`src/tamal_pkg.sv`:
```
// Package for the two-axis moving-average locator.
// Ring depth, derived widths, reciprocal constant, register map and shared types.
// No dependencies.
package tamal_pkg;

    // Ring depth; everything below is derived from it.
    localparam int DEPTH   = 35;
    localparam int POS_W   = (DEPTH > 1) ? $clog2(DEPTH) : 1;
    localparam int SMP_W   = 16;
    localparam int SUM_W   = SMP_W + POS_W;
    localparam int HALF    = DEPTH / 2;

    // avg = ((sum + HALF) * RECIP) >> RECIP_SHIFT, exact for all sums below 2^SUM_W
    localparam int RECIP_SHIFT = SUM_W + POS_W;
    localparam int RECIP_W     = RECIP_SHIFT - POS_W + 1;
    localparam longint unsigned RECIP_FULL =
        ((64'd1 << RECIP_SHIFT) + 64'(DEPTH) - 64'd1) / 64'(DEPTH);
    localparam logic [RECIP_W-1:0] RECIP = RECIP_FULL[RECIP_W-1:0];
    localparam int PROD_W = SUM_W + RECIP_W;

    // Config port
    localparam int ADDR_W = 5;
    localparam int DATA_W = 32;
    localparam int IDX_W  = 3;

    localparam logic [IDX_W-1:0] REG_X_LOW    = 3'd0;
    localparam logic [IDX_W-1:0] REG_Y_LOW    = 3'd1;
    localparam logic [IDX_W-1:0] REG_X_GAIN   = 3'd2;
    localparam logic [IDX_W-1:0] REG_Y_GAIN   = 3'd3;
    localparam logic [IDX_W-1:0] REG_X_OFFSET = 3'd4;
    localparam logic [IDX_W-1:0] REG_Y_OFFSET = 3'd5;

    localparam logic [15:0]        RST_X_LOW    = 16'd26018;
    localparam logic [15:0]        RST_Y_LOW    = 16'd25887;
    localparam logic [15:0]        RST_X_GAIN   = 16'd23893;
    localparam logic [15:0]        RST_Y_GAIN   = 16'd23893;
    localparam logic signed [15:0] RST_X_OFFSET = 16'sd3;
    localparam logic signed [15:0] RST_Y_OFFSET = 16'sd26;

    typedef logic [SMP_W-1:0]  t_sample;
    typedef logic signed [15:0] t_loc;
    typedef logic [31:0]        t_mag;

    // Stage enables handed to each axis lane
    typedef struct packed {
        logic sum_en;
        logic div_en;
        logic map_en;
        logic sat_en;
        logic sq_en;
    } t_lane_ctl;

    typedef enum logic [6:0] {
        ST_IDLE = 7'b0000001,
        ST_SUM  = 7'b0000010,
        ST_DIV  = 7'b0000100,
        ST_MAP  = 7'b0001000,
        ST_SAT  = 7'b0010000,
        ST_SQ   = 7'b0100000,
        ST_OUT  = 7'b1000000
    } t_state;

endpackage

```
`src/tamal_lane.sv`:
```
// One axis: running sum, divide by ring depth, linear map with saturation, square.
// Depends on tamal_pkg; stages are stepped by the top-level sequencer.
module tamal_lane (
    input  logic                  i_clk,
    input  logic                  i_rst_n,
    input  tamal_pkg::t_lane_ctl  i_ctl,
    input  tamal_pkg::t_sample    i_sample,
    input  tamal_pkg::t_sample    i_old,
    input  logic [15:0]           i_low,
    input  logic [15:0]           i_gain,
    input  logic signed [15:0]    i_offset,
    output tamal_pkg::t_loc       o_loc,
    output tamal_pkg::t_mag       o_sq
);
    import tamal_pkg::*;

    logic [SUM_W-1:0]       r_sum;
    logic [PROD_W-1:0]      r_prod;
    logic signed [33:0]     r_mul;
    logic signed [15:0]     r_loc;
    logic [31:0]            r_sq;

    logic [SUM_W-1:0]       n_sum;
    logic [SUM_W-1:0]       sum_rnd;
    logic [15:0]            avg;
    logic signed [16:0]     diff;
    logic signed [34:0]     rnd;
    logic signed [18:0]     shifted;
    logic signed [18:0]     loc_wide;
    logic signed [31:0]     sq_full;

    assign n_sum   = r_sum - SUM_W'(i_old) + SUM_W'(i_sample);
    assign sum_rnd = r_sum + SUM_W'(HALF);
    assign avg     = r_prod[RECIP_SHIFT +: 16];
    assign diff    = $signed({1'b0, avg}) - $signed({1'b0, i_low});

    // floor((p + 2^15) / 2^16) is an arithmetic shift after the bias
    assign rnd      = 35'(r_mul) + 35'sd32768;
    assign shifted  = 19'(rnd >>> 16);
    assign loc_wide = shifted + 19'(i_offset);
    assign sq_full  = r_loc * r_loc;

    always_ff @(posedge i_clk) begin
        if (!i_rst_n) begin
            r_sum <= '0;
        end else if (i_ctl.sum_en) begin
            r_sum <= n_sum;
        end
    end

    always_ff @(posedge i_clk) begin
        if (i_ctl.div_en) begin
            r_prod <= PROD_W'(sum_rnd) * PROD_W'(RECIP);
        end
        if (i_ctl.map_en) begin
            r_mul <= 34'(diff) * 34'($signed({1'b0, i_gain}));
        end
        if (i_ctl.sat_en) begin
            priority if (loc_wide > 19'sd32767) begin
                r_loc <= 16'sh7fff;
            end else if (loc_wide < -19'sd32768) begin
                r_loc <= 16'sh8000;
            end else begin
                r_loc <= loc_wide[15:0];
            end
        end
        if (i_ctl.sq_en) begin
            r_sq <= 32'(unsigned'(sq_full));
        end
    end

    assign o_loc = r_loc;
    assign o_sq  = r_sq;

endmodule
```
`config.mk`:
```
export PLATFORM = sky130hd
export DESIGN_NAME = tamal_lane
export DESIGN_NICKNAME = d
export VERILOG_FILES = /design/src/tamal_pkg.sv /design/src/tamal_lane.sv
export SDC_FILE = /design/constraint.sdc
export NUM_CORES = 2
export LEC_CHECK = 0
export BUFFER_PORTS_ARGS = -buffer_cell sky130_fd_sc_hd__buf_2
export CAP_MARGIN = 10
export CORE_UTILIZATION = 52
export DETAILED_ROUTE_END_ITERATION = 7
export GPL_TIMING_DRIVEN = 0
export MAX_ROUTING_LAYER = met4
export PLACE_DENSITY = 0.67
export SYNTH_ARGS = -nofsm -noshare
export SYNTH_HDL_FRONTEND = slang
export SYNTH_SLANG_ARGS = --single-unit
export TNS_END_PERCENT = 100
```
`constraint.sdc`:
```
create_clock -name i_clk -period 10.2 [get_ports i_clk]
set_input_delay 1.53 -clock i_clk [delete_from_list [all_inputs] [get_ports i_clk]]
set_output_delay 1.53 -clock i_clk [all_outputs]
set_load 0.005 [all_outputs]
```
==> run metrics <==
Post-Synth XOR/XNOR Area 0.04313; largest net degree at the start of global routing 32; CTS tree yes; Worst slew margin 0.2178; drt first pass iters 4; via density per instance 5.097; Vias 22,730; CTS Hold Buffers Added 0; final slew viol count 0; crit-path max FO 10; Hold Path Class reg -> reg; Crit Path Category in -> reg; Reg clk slew, reported paths 0.09 ns; die width 253.5 um; DR WL/cell 16.58 um; total clock buffers created by CTS 9; Crit path top cell by count fa_1; final setup violating endpoints 0; root buf cell clkbuf_16; Worst-Margin Slew 1.165 ns; CP max stage cell xor2_1; combinational family with the most area after synthesis adder cells; #FFs+latches synth 104; clk sinks 104; min cycle time layout 9.820 ns; Final period util 0.9627; post-DP HPWL 64,360 um; Post-Syn Instances 3,474; drt initial violations 1,155; post-synthesis async set-or-reset flop share 0; IO Count 135; Antenna Violating Nets Remaining 0; YS warnings 0; clk_lat worst skew 0.40 ns; port bufs 128; net count after synthesis 4,649; total grt overflow 0; initial antenna violation count 1; top_reg_cell synth edfxtp_1; crit path launch type input pin; Synth Area in Simple Gates 0.1113; WL final 73,930 um; fillcell total 5,553; crit path launch i_low[0]; WP buf/inv 6; CP Data Required Time 10.42 ns; CP endpoint kind flip-flop; Hold Vio Cnt, Final 0; die area 64,270 sq um; mapped cell area 32,900 sq um; height of the die 253.5 um; CTS Buffer Depth 2; Hold Startpoint r_sum[21]; fin nets 4,791; initial core utilization 0.5302; Synth Area per Inst 9.470 sq um; share of cells above drive strength 1 0.05800; fmax 101.8 MHz; remaining routing DRC violations 0; R2R Path Start r_prod[28]; vias in the first global route 24,070; Final GP Congestion 0.9259; Yosys cell types 80; Area Overhead vs Synth 6.488%; first-pass GRT wire length 122,600 um; sequential area share after synthesis 0.08824; H-tree levels 3; Worst path top cell family by delay adder cells; Total GRT Usage 0.2533; compound-cell area share of the yosys netlist 0.06568; final clock skew 0.02450 ns; Crit path largest cell delay 0.61 ns; core area 62,050 sq um; mux cell area share after synthesis 0.003385; Post-Synth Adder-Cell Area 0.5669; Worst EP arrival 10.04 ns; Setup TNS Final 0 ns; FP Rows 91; status finished, final reports clean; max_cap viols 0; Post-synth EDFFs 82
## kinds of logic after synthesis
logic type | count (synthesis)
fa+ha+maj | 1088
buf+inv | 1056
simple gates | 735
compound gates | 317
xor+xnor | 162
flops | 104
mux | 11
other cells | 1
## synth_stat cells (4+ instances only)
| library cell | instances | share of area |
|---|---|---|
| or4_1 | 6 | 0.0014 |
| inv_1 | 982 | 0.11 |
| clkbuf_1 | 64 | 0.0073 |
| and4_1 | 5 | 0.0013 |
| nand3_1 | 29 | 0.0044 |
| nor2b_1 | 49 | 0.0093 |
| a21boi_1 | 4 | 0.00091 |
| dfxtp_1 | 22 | 0.013 |
| a221o_1 | 4 | 0.0012 |
| edfxtp_1 | 82 | 0.075 |
| o2111ai_1 | 4 | 0.0011 |
| o21a_1 | 29 | 0.0066 |
| and2_1 | 168 | 0.032 |
| nor3_1 | 32 | 0.0049 |
| ha_1 | 417 | 0.16 |
| a31oi_1 | 13 | 0.0025 |
| fa_1 | 671 | 0.41 |
| o21bai_1 | 15 | 0.0034 |
| o21ai_2 | 10 | 0.0027 |
| a21oi_1 | 84 | 0.013 |
| o21ai_0 | 45 | 0.0068 |
| o211ai_1 | 5 | 0.0011 |
| xnor2_1 | 124 | 0.033 |
| nand2b_1 | 26 | 0.0049 |
| and3_1 | 11 | 0.0021 |
| mux2i_1 | 10 | 0.0030 |
| o211a_1 | 4 | 0.0012 |
| nand2_1 | 270 | 0.031 |
| xor2_1 | 38 | 0.010 |
| or2_2 | 7 | 0.0013 |
| o21ai_1 | 16 | 0.0024 |
| a211oi_1 | 7 | 0.0016 |
| nor4_1 | 5 | 0.00095 |
| nor2_1 | 93 | 0.011 |
| a21o_1 | 37 | 0.0084 |
| or3_1 | 6 | 0.0011 |
| a211o_1 | 6 | 0.0016 |
| nand4_1 | 16 | 0.0030 |
## path summary, 6_finish.rpt
| check | to | slack, ns | cells after the start |
|---|---|---|---|
| setup / recovery | r_mul[31] | 0.38 | 33 |
| hold / removal | r_sum[21] | 0.50 | 2 |
| setup reg to reg | r_mul[31] | 1.28 | 33 |
| hold reg to reg | r_sum[21] | 0.50 | 2 |
## worst min-delay path, stage by stage (launching register included)
cell	delay, ns
dfxtp_1	0.34
nand2_1	0.06
mux2i_1	0.06
## layout make-up
class | instances | area, sq um | share of cell area
diodes | 2 | 5.005 | 0.0001429
clock inverters | 6 | 52.55 | 0.001500
repair buffers | 131 | 663.1 | 0.01893
clock buffers | 10 | 229.0 | 0.006536
well taps | 837 | 1047 | 0.02989
multi-input cells | 2314 | 26130 | 0.7458
flip-flops and latches | 104 | 2903 | 0.08286
plain buffers | 71 | 305.3 | 0.008715
inverters | 985 | 3701 | 0.1056
## stage by stage
step	instance area (sq um)	hold slack, ns	setup slack [ns]	util	std cells
2_1_floorplan	32900	0.4544	0.9778	-	3474
5_1_grt	35030	0.5264	-0.001596	0.5646	4460
3_3_place_gp	34590	0.4687	-1.324	0.5574	4439
4_1_cts	34950	0.4961	0.07021	0.5633	4457
3_5_place_dp	34590	0.4783	-1.411	0.5574	4439
6_report	35030	0.4953	0.3805	0.5646	4460
## state kept, by name (all words and copies together) (netlist names)
register  cells
r_sum        22
o_sq         31
r_prod       16
o_loc        16
r_mul        19
## per-layer routing
| metal | wire length (um) | GRT usage |
|---|---|---|
| met1 | 32820 | 0.3350 |
| met2 | 35650 | 0.4131 |
| met4 | 1517 | 0.05974 |
| met5 | 0 | - |
| met3 | 3946 | 0.03513 |
## cells in the final DEF, fill, tap and decap left out, drive strengths merged, types with 8 or more instances in the layout
cell,Yosys,layout
o21a,30,30
a31oi,15,15
fa,671,671
nand4,16,16
dfxtp,22,22
ha,417,417
xnor2,124,124
buf,7,140
and2,168,168
o21ai,71,71
a21o,37,37
a21oi,87,87
mux2i,10,10
nand2b,26,26
o21bai,16,16
nor2,93,93
and3,11,11
clkbuf,64,72
xor2,38,38
edfxtp,82,82
a211oi,8,8
nor2b,49,49
nor3,33,33
inv,983,984
nand3,29,29
nand2,270,270
## repair_timing
item	4_1_cts	5_1_grt
setup buffers	2	0
setup endpoints to repair	10	5
gates resized for setup	14	23
pin swaps	1	1
Power is not shown: default switching activity piles up to over one toggle a cycle in this logic, so the estimate is an artifact.
